$ cat src/hdl/zdsf_pkg.sv
// Package for the ZMODEM data subpacket framer: word types, codes, escape rule.
// No dependencies.
package zdsf_pkg;

	localparam logic [7:0] ZDLE     = 8'h18;
	localparam logic [7:0] XON      = 8'h11;
	localparam logic [7:0] XOFF     = 8'h13;
	localparam logic [7:0] END_BASE = 8'h68;
	localparam logic [1:0] END_WAIT = 2'd3;

	localparam logic [1:0] CFG_IDX_CRC32   = 2'd0;
	localparam logic [1:0] CFG_IDX_ESC_CTL = 2'd1;
	localparam logic [1:0] CFG_IDX_TURBO   = 2'd2;

	localparam int FIFO_DEPTH_DEF = 4;

	typedef struct packed {
		logic [7:0] data_byte;
		logic       has_byte;
		logic       closes_packet;
		logic [1:0] end_kind;
	} zdsf_in_t;

	typedef struct packed {
		logic [7:0] out_byte;
		logic       last_of_run;
	} zdsf_out_t;

	typedef struct packed {
		logic use_crc32;
		logic escape_all_control;
		logic turbo_mode;
	} zdsf_cfg_t;

	typedef struct packed {
		logic en;
		logic crc32;
	} zdsf_crc_clr_t;

	// queue word: one data byte or one whole trailer
	typedef struct packed {
		logic        is_trailer;
		logic        esc;
		logic        last;
		logic [7:0]  raw;
		logic [7:0]  end_code;
		logic [31:0] trail;
		logic        crc32;
		logic        xon;
	} zdsf_cmd_t;

	typedef enum logic [2:0] {
		F_IDLE,
		F_END,
		F_Z1,
		F_Z2,
		F_TRAIL
	} zdsf_fstate_t;

	function automatic logic must_escape(logic [7:0] b, logic [7:0] prev, zdsf_cfg_t cfg);
		logic r;
		r = (b == ZDLE) || (b == XON) || (b == XOFF) || (b == 8'h91) || (b == 8'h93);
		if (!cfg.turbo_mode && ((b == 8'h10) || (b == 8'h90)))
			r = 1'b1;
		if (((b == 8'h0d) || (b == 8'h8d)) && (prev[6:0] == 7'h40))
			r = 1'b1;
		if (cfg.escape_all_control && (b[6:0] < 7'h20))
			r = 1'b1;
		return r;
	endfunction

endpackage

$ cat src/hdl/zmodem_data_subpacket_framer.sv
// ZMODEM data subpacket framer. A payload word is taken while the front is idle and the command
// queue has room; the output port sends one byte per cycle unless out_ready stalls it, so a data
// word costs one output byte, or two when it is escaped. After a closing word the input stays not
// ready while the end code and, for CRC-16, the zero padding pass through the one-byte-per-cycle
// CRC unit and the trailer is queued, longer while the queue is full; the closing word then yields
// 4 to 13 output bytes. Configuration takes effect on the next cycle.
// Depends on zdsf_pkg, zdsf_front, zdsf_fifo, zdsf_back.
module zmodem_data_subpacket_framer import zdsf_pkg::*; #(
	parameter int FIFO_DEPTH = FIFO_DEPTH_DEF
) (
	input  logic      clk,
	input  logic      arst_n,
	input  logic      in_valid,
	output logic      in_ready,
	input  zdsf_in_t  in_data,
	output logic      out_valid,
	input  logic      out_ready,
	output zdsf_out_t out_data,
	input  logic      cfg_we,
	input  logic [1:0] cfg_index,
	input  logic      cfg_wdata
);

	zdsf_cfg_t     cfg_q;
	zdsf_crc_clr_t crc_clr;
	logic          fifo_full, fifo_empty, push, pop;
	zdsf_cmd_t     push_cmd, head;

	assign crc_clr.en    = cfg_we && (cfg_index == CFG_IDX_CRC32);
	assign crc_clr.crc32 = cfg_wdata;

	always_ff @(posedge clk or negedge arst_n) begin
		if (!arst_n) begin
			cfg_q <= '0;
		end else if (cfg_we) begin
			case (cfg_index)
				CFG_IDX_CRC32:   cfg_q.use_crc32          <= cfg_wdata;
				CFG_IDX_ESC_CTL: cfg_q.escape_all_control <= cfg_wdata;
				CFG_IDX_TURBO:   cfg_q.turbo_mode         <= cfg_wdata;
				default: ;
			endcase
		end
	end

	zdsf_front u_front (
		.clk      (clk),
		.arst_n   (arst_n),
		.in_data  (in_data),
		.in_valid (in_valid),
		.in_ready (in_ready),
		.cfg      (cfg_q),
		.crc_clr  (crc_clr),
		.fifo_full(fifo_full),
		.push     (push),
		.push_cmd (push_cmd)
	);

	zdsf_fifo #(
		.W    ($bits(zdsf_cmd_t)),
		.DEPTH(FIFO_DEPTH)
	) u_fifo (
		.clk   (clk),
		.arst_n(arst_n),
		.push  (push),
		.wdata (push_cmd),
		.pop   (pop),
		.rdata (head),
		.full  (fifo_full),
		.empty (fifo_empty)
	);

	zdsf_back u_back (
		.clk       (clk),
		.arst_n    (arst_n),
		.cfg       (cfg_q),
		.fifo_empty(fifo_empty),
		.head      (head),
		.pop       (pop),
		.out_valid (out_valid),
		.out_ready (out_ready),
		.out_data  (out_data)
	);

endmodule

$ cat src/hdl/zdsf_fifo.sv
// Small word queue between framer front and back, register based.
// Generic width and depth; no package dependency.
module zdsf_fifo #(
	parameter int W     = 8,
	parameter int DEPTH = 4
) (
	input  logic         clk,
	input  logic         arst_n,
	input  logic         push,
	input  logic [W-1:0] wdata,
	input  logic         pop,
	output logic [W-1:0] rdata,
	output logic         full,
	output logic         empty
);

	localparam int AW = (DEPTH > 1) ? $clog2(DEPTH) : 1;
	localparam int CW = $clog2(DEPTH + 1);

	logic [W-1:0]  mem_q [DEPTH];
	logic [AW-1:0] wr_q, rd_q;
	logic [CW-1:0] cnt_q;

	assign rdata = mem_q[rd_q];
	assign full  = (cnt_q == CW'(DEPTH));
	assign empty = (cnt_q == '0);

	always_ff @(posedge clk) begin
		if (push)
			mem_q[wr_q] <= wdata;
	end

	always_ff @(posedge clk or negedge arst_n) begin
		if (!arst_n) begin
			wr_q  <= '0;
			rd_q  <= '0;
			cnt_q <= '0;
		end else begin
			if (push)
				wr_q <= (wr_q == AW'(DEPTH - 1)) ? '0 : wr_q + 1'b1;
			if (pop)
				rd_q <= (rd_q == AW'(DEPTH - 1)) ? '0 : rd_q + 1'b1;
			if (push && !pop)
				cnt_q <= cnt_q + 1'b1;
			else if (pop && !push)
				cnt_q <= cnt_q - 1'b1;
		end
	end

endmodule

$ cat src/hdl/zdsf_front.sv
// Framer front: accepts input words, runs the CRC, decides data escapes,
// queues data and trailer commands. Depends on zdsf_pkg.
module zdsf_front import zdsf_pkg::*; (
	input  logic          clk,
	input  logic          arst_n,
	input  zdsf_in_t      in_data,
	input  logic          in_valid,
	output logic          in_ready,
	input  zdsf_cfg_t     cfg,
	input  zdsf_crc_clr_t crc_clr,
	input  logic          fifo_full,
	output logic          push,
	output zdsf_cmd_t     push_cmd
);

	zdsf_fstate_t state_q, state_d;
	logic [31:0]  crc_q, crc_d;
	logic [7:0]   prev_q, prev_d;
	logic [1:0]   kind_q, kind_d;
	logic         data_esc;
	logic [7:0]   end_code;

	function automatic logic [15:0] crc16_step(logic [15:0] crc, logic [7:0] b);
		logic [15:0] t;
		t = {crc[15:8], 8'h00};
		for (int i = 0; i < 8; i++)
			t = t[15] ? ({t[14:0], 1'b0} ^ 16'h1021) : {t[14:0], 1'b0};
		return t ^ {crc[7:0], 8'h00} ^ {8'h00, b};
	endfunction

	function automatic logic [31:0] crc32_step(logic [31:0] crc, logic [7:0] b);
		logic [31:0] v;
		v = crc ^ {24'h0, b};
		for (int i = 0; i < 8; i++)
			v = v[0] ? ((v >> 1) ^ 32'hedb88320) : (v >> 1);
		return v;
	endfunction

	function automatic logic [31:0] crc_feed(logic [31:0] crc, logic [7:0] b, logic m32);
		return m32 ? crc32_step(crc, b) : {16'h0, crc16_step(crc[15:0], b)};
	endfunction

	assign end_code = END_BASE + {6'b0, kind_q};

	always_comb begin
		state_d  = state_q;
		crc_d    = crc_q;
		prev_d   = prev_q;
		kind_d   = kind_q;
		push     = 1'b0;
		push_cmd = '0;
		in_ready = (state_q == F_IDLE) && !fifo_full;
		data_esc = must_escape(in_data.data_byte, prev_q, cfg);
		case (state_q)
			F_IDLE: begin
				if (in_valid && in_ready) begin
					if (in_data.has_byte) begin
						crc_d           = crc_feed(crc_q, in_data.data_byte, cfg.use_crc32);
						prev_d          = data_esc ? (in_data.data_byte ^ 8'h40)
						                           : in_data.data_byte;
						push            = 1'b1;
						push_cmd.esc    = data_esc;
						push_cmd.last   = !in_data.closes_packet;
						push_cmd.raw    = in_data.data_byte;
					end
					if (in_data.closes_packet) begin
						kind_d  = in_data.end_kind;
						state_d = F_END;
					end
				end
			end
			F_END: begin
				crc_d   = crc_feed(crc_q, end_code, cfg.use_crc32);
				state_d = cfg.use_crc32 ? F_TRAIL : F_Z1;
			end
			F_Z1: begin
				crc_d   = crc_feed(crc_q, 8'h00, 1'b0);
				state_d = F_Z2;
			end
			F_Z2: begin
				crc_d   = crc_feed(crc_q, 8'h00, 1'b0);
				state_d = F_TRAIL;
			end
			F_TRAIL: begin
				if (!fifo_full) begin
					push                = 1'b1;
					push_cmd.is_trailer = 1'b1;
					push_cmd.last       = 1'b1;
					push_cmd.end_code   = end_code;
					push_cmd.trail      = cfg.use_crc32 ? ~crc_q
					                                    : {16'h0, crc_q[7:0], crc_q[15:8]};
					push_cmd.crc32      = cfg.use_crc32;
					push_cmd.xon        = (kind_q == END_WAIT);
					crc_d               = cfg.use_crc32 ? 32'hffffffff : 32'h0;
					prev_d              = 8'h00;
					state_d             = F_IDLE;
				end
			end
			default: state_d = F_IDLE;
		endcase
		if (crc_clr.en)
			crc_d = crc_clr.crc32 ? 32'hffffffff : 32'h0;
	end

	always_ff @(posedge clk or negedge arst_n) begin
		if (!arst_n)
			state_q <= F_IDLE;
		else
			state_q <= state_d;
	end

	always_ff @(posedge clk or negedge arst_n) begin
		if (!arst_n) begin
			crc_q  <= '0;
			prev_q <= '0;
		end else begin
			crc_q  <= crc_d;
			prev_q <= prev_d;
		end
	end

	always_ff @(posedge clk) begin
		kind_q <= kind_d;
	end

endmodule

$ cat src/hdl/zdsf_back.sv
// Framer back: walks queued commands and sends one output byte per cycle
// unless the queue is empty or out_ready stalls it, inserting ZDLE prefixes. Depends on zdsf_pkg.
module zdsf_back import zdsf_pkg::*; (
	input  logic      clk,
	input  logic      arst_n,
	input  zdsf_cfg_t cfg,
	input  logic      fifo_empty,
	input  zdsf_cmd_t head,
	output logic      pop,
	output logic      out_valid,
	input  logic      out_ready,
	output zdsf_out_t out_data
);

	logic [2:0] idx_q;
	logic       phase_q;
	logic       ov_q;
	zdsf_out_t  od_q;

	logic [2:0] crc_last;
	logic [1:0] sel;
	logic [7:0] tb;
	logic [7:0] raw;
	logic       may_esc;
	logic       piece_fin;
	logic       last_flag;
	logic       hold_zdle;
	logic       emit;
	zdsf_out_t  od_d;

	always_comb begin
		crc_last  = head.crc32 ? 3'd5 : 3'd3;
		sel       = 2'(idx_q - 3'd2);
		case (sel)
			2'd0:    tb = head.trail[7:0];
			2'd1:    tb = head.trail[15:8];
			2'd2:    tb = head.trail[23:16];
			default: tb = head.trail[31:24];
		endcase
		if (!head.is_trailer) begin
			raw       = head.raw;
			may_esc   = head.esc;
			piece_fin = 1'b1;
			last_flag = head.last;
		end else begin
			may_esc = 1'b0;
			if (idx_q == 3'd0)
				raw = ZDLE;
			else if (idx_q == 3'd1)
				raw = head.end_code;
			else if (idx_q <= crc_last) begin
				raw     = tb;
				may_esc = must_escape(tb, 8'h00, cfg);
			end else
				raw = XON;
			piece_fin = ((idx_q == crc_last) && !head.xon) || (idx_q > crc_last);
			last_flag = 1'b1;
		end
		hold_zdle        = may_esc && !phase_q;
		emit             = !fifo_empty && (!ov_q || out_ready);
		pop              = emit && !hold_zdle && piece_fin;
		od_d.out_byte    = hold_zdle ? ZDLE : (raw ^ (may_esc ? 8'h40 : 8'h00));
		od_d.last_of_run = !hold_zdle && piece_fin && last_flag;
	end

	assign out_valid = ov_q;
	assign out_data  = od_q;

	always_ff @(posedge clk or negedge arst_n) begin
		if (!arst_n) begin
			idx_q   <= '0;
			phase_q <= 1'b0;
			ov_q    <= 1'b0;
		end else if (emit) begin
			ov_q    <= 1'b1;
			phase_q <= hold_zdle;
			if (!hold_zdle)
				idx_q <= piece_fin ? 3'd0 : idx_q + 3'd1;
		end else if (out_ready) begin
			ov_q <= 1'b0;
		end
	end

	always_ff @(posedge clk) begin
		if (emit)
			od_q <= od_d;
	end

endmodule

$ cat config.mk
export PLATFORM = sky130hd
export DESIGN_NAME = zmodem_data_subpacket_framer
export DESIGN_NICKNAME = d
export VERILOG_FILES = /design/src/hdl/zdsf_pkg.sv /design/src/hdl/zmodem_data_subpacket_framer.sv /design/src/hdl/zdsf_fifo.sv /design/src/hdl/zdsf_front.sv /design/src/hdl/zdsf_back.sv
export SDC_FILE = /design/constraint.sdc
export NUM_CORES = 1
export LEC_CHECK = 0
export BUFFER_PORTS_ARGS = -buffer_cell sky130_fd_sc_hd__buf_2
export CORE_MARGIN = 3
export CORE_UTILIZATION = 54
export CTS_CLUSTER_DIAMETER = 200
export DETAILED_ROUTE_END_ITERATION = 8
export PLACE_DENSITY = 0.77
export SLEW_MARGIN = 0
export SYNTH_ARGS = -nofsm -noshare
export SYNTH_HDL_FRONTEND = slang
export SYNTH_SLANG_ARGS = --single-unit
export TNS_END_PERCENT = 1
$ cat constraint.sdc
create_clock -name clk -period 11 [get_ports clk]
set_clock_uncertainty 0.1 [all_clocks]
set_input_delay 3.3 -clock clk [delete_from_list [all_inputs] [get_ports clk]]
set_output_delay 3.3 -clock clk [all_outputs]
set_load 0.02 [all_outputs]
=== Yosys cells after proc, flatten, opt, wreduce, memory -nomap -nowiden ===
Memory sizes are Yosys's and may differ from the RTL's.
Cells that the tools add are included.

* Add/subtract/negate cells: 7
* Order comparisons: 4
* Equality and inequality tests: 38
* Mux-type cells: 83
* Bitwise gates (word level): 33
* Reduce and logical (&&, ||, !) cells: 58

{| class="wikitable"
|+ Operator list
! cell !! count
|-
| two-way mux 32 bit || 25
|-
| inverter 13 -> 14 bit || 16
|-
| case mux 32 bit (4 select lines) || 1
|-
| two-way mux 13 bit || 8
|-
| two-way mux 42 bit || 2
|-
| equality test 8 x 5 -> 1 bit (second input constant) || 8
|-
| XOR 32 x 8 -> 32 bit || 2
|-
| equality test 8 bit (second input constant) || 7
|-
| two-way mux 8 bit || 5
|-
| two-way mux 7 bit || 5
|-
| inverter 32 bit || 1
|-
| XOR 16 x 8 -> 16 bit || 2
|-
| two-way mux 3 bit || 8
|-
| inverter 3 bit || 8
|-
| case mux 8 bit (3 select lines) || 1
|-
| two-way mux 1 bit || 20
|-
| two-way mux 10 bit || 2
|-
| logical AND 1 bit || 17
|-
| XOR 16 bit || 1
|-
| case mux 3 bit (5 select lines) || 1
|-
| less-than comparator 7 x 6 -> 1 bit (second input constant) || 2
|-
| case mux 7 bit (2 select lines) || 1
|-
| logical OR 1 bit || 13
|-
| equality test 2 bit (second input constant) || 5
|-
| other kinds (29) || 62
|}

* Register bits: 68
* Memory bits (writable): 212
* Input port bits: 20
* Memories: 1

{| class="wikitable"
|+ Memories
! name !! words !! width !! rd ports !! clocked after memory_dff !! write ports !! line !! RTL
|-
| u_fifo.mem_q || 4 || 53 || 1 || 0 || 1 || zdsf_fifo.sv:20 || <nowiki>logic [W-1:0] mem_q [DEPTH];</nowiki>
|}

=== Depth between registers and ports, before layout ===
* Depth after elaboration: 23
* Gate-level depth with buffers: 21

=== Hierarchy ===
A second synthesis with hierarchy kept.

* Cells, all modules: 1,061
* Area total of the unflattened synthesis: 14,486.4 sq um

{| class="wikitable"
|+ Modules (own cells, without submodules)
! module !! instances !! cells an instance !! area each (sq um)
|-
| zdsf_fifo || 1 || 314 || 8,131.5
|-
| zdsf_front || 1 || 607 || 5,002.3
|-
| zdsf_back || 1 || 131 || 1,209.9
|-
| zmodem_data_subpacket_framer || 1 || 9 || 142.6
|}

=== Worst setup path before layout ===
No wires, ideal clock.

* Path type: in2reg
* Start: in out_ready
* End: reg u_fifo.cnt_q[1]
* Library setup time: 125 ps
* Data arrival time: 5,362 ps
* Data required time: 10,775 ps
* Setup slack: 5,413 ps
* Stages: 9
* Buffers on the path: 0
* Path through: inv_1 a21oi_1 nand2_1 a21oi_2 inv_1 ha_1 inv_1 fa_1 mux2_2

* Cells in the longest elaborated chain, start to end: 7
* Elaborated cells on any way between the ends: 9

{| class="wikitable"
|+ RTL lines
! element !! line !! RTL
|-
| from (decl) || zmodem_data_subpacket_framer.sv:17 || <nowiki>input logic out_ready,</nowiki>
|-
| logical OR 1 bit * || zdsf_back.sv:60 || <nowiki>emit = !fifo_empty && (!ov_q || out_ready);</nowiki>
|-
| logical AND 1 bit * || zdsf_back.sv:60 ||
|-
| via u_back.emit || zdsf_back.sv:28 || <nowiki>logic emit;</nowiki>
|-
| logical AND 1 bit * (2 in a row) || zdsf_back.sv:61 || <nowiki>pop = emit && !hold_zdle && piece_fin;</nowiki>
|-
| logical NOT 1 bit || zdsf_fifo.sv:43 || <nowiki>if (push && !pop)</nowiki>
|-
| logical AND 1 bit || zdsf_fifo.sv:43 ||
|-
| two-way mux 3 bit / nonzero test 2 bit (equally long branches) || n/a ||
|-
| to (signal assigned) || zdsf_fifo.sv:44 || <nowiki>cnt_q <= cnt_q + 1'b1;</nowiki>
|-
| to (signal assigned) || zdsf_fifo.sv:46 || <nowiki>cnt_q <= cnt_q - 1'b1;</nowiki>
|-
| to (decl) || zdsf_fifo.sv:22 || <nowiki>logic [CW-1:0] cnt_q;</nowiki>
|}

The timed path passes the listed nets; every way through them passes the cells marked *.
A chain may end at the register's enable or synchronous reset.

=== Final worst setup path ===
* Start: reg u_front.state_q[2]
* End: out in_ready

* Cells in the longest elaborated chain, start to end: 2

{| class="wikitable"
|+ RTL lines
! element !! line !! RTL
|-
| from (decl) || zdsf_front.sv:16 || <nowiki>zdsf_fstate_t state_q, state_d;</nowiki>
|-
| from (signal assigned) || zdsf_front.sv:109 || <nowiki>state_q <= state_d;</nowiki>
|-
| logical NOT 3 bit || zdsf_front.sv:52 || <nowiki>in_ready = (state_q == F_IDLE) && !fifo_full;</nowiki>
|-
| logical AND 1 bit || zdsf_front.sv:52 ||
|-
| to (decl) || zmodem_data_subpacket_framer.sv:14 || <nowiki>output logic in_ready,</nowiki>
|}

Every way passes these cells.

==> results.yml <==
clocking:
  hold_buffers: 0
  cts_buffers: 26
  cts-root-buf: "clkbuf_16"
  clk_latency_ns: 0.54
  clk_pin_slew_ns: 0.06
  cts_max_level: 1
  cts_resized: 0
  postCtsSetupBuffers: 0
  cts_tree: "built"
  clockBufferDepth: 3
  cts_sinks: 256
synth:
  syn_avg_cell_area_um2: 12.8
  synth-edff-count: 199
  async_reset_ff_share_pct: 22.3
  yosys_warnings: 0
  synth_top_flop_cell: "edfxtp_1"
  synth.distinct_cells: 86
  yosysSeqAreaShare_pct: 55.9
  netlist_area_mm2: 0.0132
  ys_ff_latch: 256
  syn_inst: 1039
  syn_nets: 1073
timing:
  relSlewSlack_pct: 22.6
  hold_viol: 0
  min_period_ns: 5.50
  drv_slew: 0
  tns_ns: 0
  fin_crit_sh_pct: 50.0
  worstMarginPinSlew_ns: 1.15
  rsz0062_at_grt: "false"
  max_freq_mhz: 182
  setup_viol: 0
global_routing:
  grt_max_degree: 63
  track_usage_pct: 24.9
  grt_pass1_vias: 8547
  antenna_found_initial: 0
  top_usage_layer: "met2"
  grtUsageMet1_pct: 36.6
  met3_usage_pct: 4.25
  grt_util_met2_pct: 37.9
  grt_pass1_wl_um: 50300
  grt_overflow: 0
route:
  vias_per_cell: 6.30
  postRouteAntennaNets: 0
  remaining_drc_errors: 0
  routedWlPerCell_um: 23.6
  vias: 8739
  drtIter0Drc: 960
  routed_wl_um: 32800
  drt_first_pass_iters: 7
final_layout:
  area_delta_synth_final_pct: 8.57
  diodes: 0
  regArea_mm2: 0.00741
  nFillCells: 1865
  layout-drive-gt1-share_pct: 14.8
  fin_nets: 1082
  final_cell_area_mm2: 0.0144
  final_cells: 1387
  multi_input_area_mm2: 0.00542
die:
  rows: 56
  dieArea_mm2: 0.0265
  die_h_um: 163
  initial_core_util_pct: 55.6
  core_mm2: 0.0238
  io_pins: 31
  die_w_um: 163
power:
  vdd_drop_max_mv: 0.281
  leakage_uw: 0.00518
  powerDensity_mw_per_mm2: 351
critical_path:
  crit_slowest_cell: "dfrtp_1"
  end_kind: "primary output"
  criticalPathCategory: "flop to primary output"
  crit_fanout: 24
  worstPathArrival_ns: 2.10
  r2r_setup_slack_ns: 6.25
  critPathTopFamily: "flip-flops"
  reg2reg_to: "u_fifo.cnt_q[2]$_DFFE_PN0P_"
  crit_path_cell_trace: "nor4_1 -> buf_2"
  crit_buf_inv: 1
  required_ns: 7.60
  worstSetupStartpointType: "flop"
  rr_worst_depth: 18
  r2r_start: "u_fifo.rd_q[1]$_DFFE_PN0P_"
  slowest_delay_ns: 0.67
place:
  placed_area_mm2: 0.0136
  dp.cells: 1339
  numPortBuffers: 30
  place_congestion: 0.980
  place_hpwl_um: 21900
hold_path:
  hold_depth: 1
  hold_path_end: "u_front.prev_q[1]$_DFFE_PN0P_"
  hp-start: "u_front.prev_q[1]$_DFFE_PN0P_"
  hp-class: "flop to flop"
run_status:
  status: "completed"
flow_run:
  max_cap_viol_count: 0
final cells by class:
cell class	instances	share of cell area [%]
sequential	256	51.5
multi-input combinational	695	37.7
clock buffer	37	5.02
tap	319	2.77
timing repair buffer	43	1.72
inverter	26	0.678
clock inverter	11	0.626
Yosys cell counts, drive strengths merged, types with 5 or more instances:
library cell	count	area share [%]
edfxtp	199	45
xnor2	108	7.5
nor2	91	2.6
dfrtp	57	11
a21oi	50	1.9
nand2	45	1.3
o21ai	43	1.7
xor2	43	2.9
clkbuf	37	1.1
mux2i	33	2.5
mux2	28	2.5
buf	25	1.4
inv	25	0.71
mux4	23	4.1
and2	21	0.99
o22ai	19	0.90
a22o	16	1.1
o221ai	15	0.99
ha	13	1.2
a211oi	12	0.76
nand2b	12	0.57
nand3	11	0.42
a31oi	9	0.42
a21o	8	0.45
a221oi	8	0.53
o211ai	7	0.40
a222oi	6	0.45
a22oi	6	0.34
nor3b	5	0.28
o22a	5	0.33
cell usage in the layout (no fill, tap or decap), types with 26 or more instances in the layout:
master,n
xnor2_1,103
xor2_1,42
o21ai_0,37
dfrtp_1,54
a21oi_1,49
edfxtp_1,199
clkbuf_16,26
nor2_1,88
buf_2,30
mux2i_1,33
nand2_1,45
sequential cells by signal, indices dropped and copies added, names as in the netlist:
name,count
u_fifo.mem_q,188
u_front.crc_q,32
u_back.out_data,9
u_front.prev_q,7
cfg_q,3
u_back.idx_q,3
u_fifo.cnt_q,3
u_front.state_q,3
u_fifo.rd_q,2
u_fifo.wr_q,2
u_front.kind_q,2
u_back.out_valid,1
u_back.phase_q,1
worst max path at each step:
| stage | from | end | slack (ns) | cells past startpoint |
|---|---|---|---|---|
| after floorplan | out_ready | u_fifo.cnt_q[1]$_DFFE_PN0P_ | 5.41 | 9 |
| final | u_front.state_q[2]$_DFFE_PN0P_ | in_ready | 5.50 | 2 |
| after CTS | u_front.state_q[2]$_DFFE_PN0P_ | in_ready | 5.54 | 2 |
| after detailed placement | in_valid | u_front.crc_q[17]$_DFFE_PN0P_ | 5.40 | 9 |
| after global routing | u_front.state_q[2]$_DFFE_PN0P_ | in_ready | 5.41 | 2 |
| after global placement | in_valid | u_front.crc_q[17]$_DFFE_PN0P_ | 5.39 | 9 |
worst reg2reg max path, delay by kind of cell (launching register included):
family | cells | cell delay (ns)
adder cells (fa/ha/maj) | 3 | 0.80
multiplexers | 1 | 0.45
buffers and inverters | 4 | 0.99
XOR/XNOR | 2 | 0.33
flip-flops | 1 | 0.56
AND/OR/NAND/NOR | 4 | 0.67
AO/OA/AOI/OAI | 4 | 0.76
report_power, final:
part | internal (uW) | switching, uW | total, uW
combinational | 1130 | 1520 | 2650
sequential | 1310 | 253 | 1560
clock | 480 | 360 | 840
logic make-up after synthesis:
family | Yosys count | synth area share (%)
compound gates | 229 | 12.0
xor+xnor | 152 | 10.6
fa+ha+maj | 14 | 1.38
buf+inv | 88 | 3.25
flops | 256 | 55.9
mux | 84 | 9.01
simple gates | 216 | 7.89
routing by layer:
layer	wire length [um]	part of all wire, %
met1	13900	42
met2	14900	45
met3	3020	9.2
met4	1040	3.2
met5	0	0
metrics by stage:
stage                     utilization, %  total power, uW  worst slack [ns]  hold slack, ns
after global routing                60.4             5330              5.41           0.407
after CTS                           60.4             5030              5.54           0.387
after detailed placement            57.0             4180              5.40           0.366
final                               60.4             5050              5.50           0.383
after global placement              57.0             4140              5.39           0.362
after floorplan                        -             3580              5.41           0.341
Note: power is estimated with default switching activity, not from simulation.
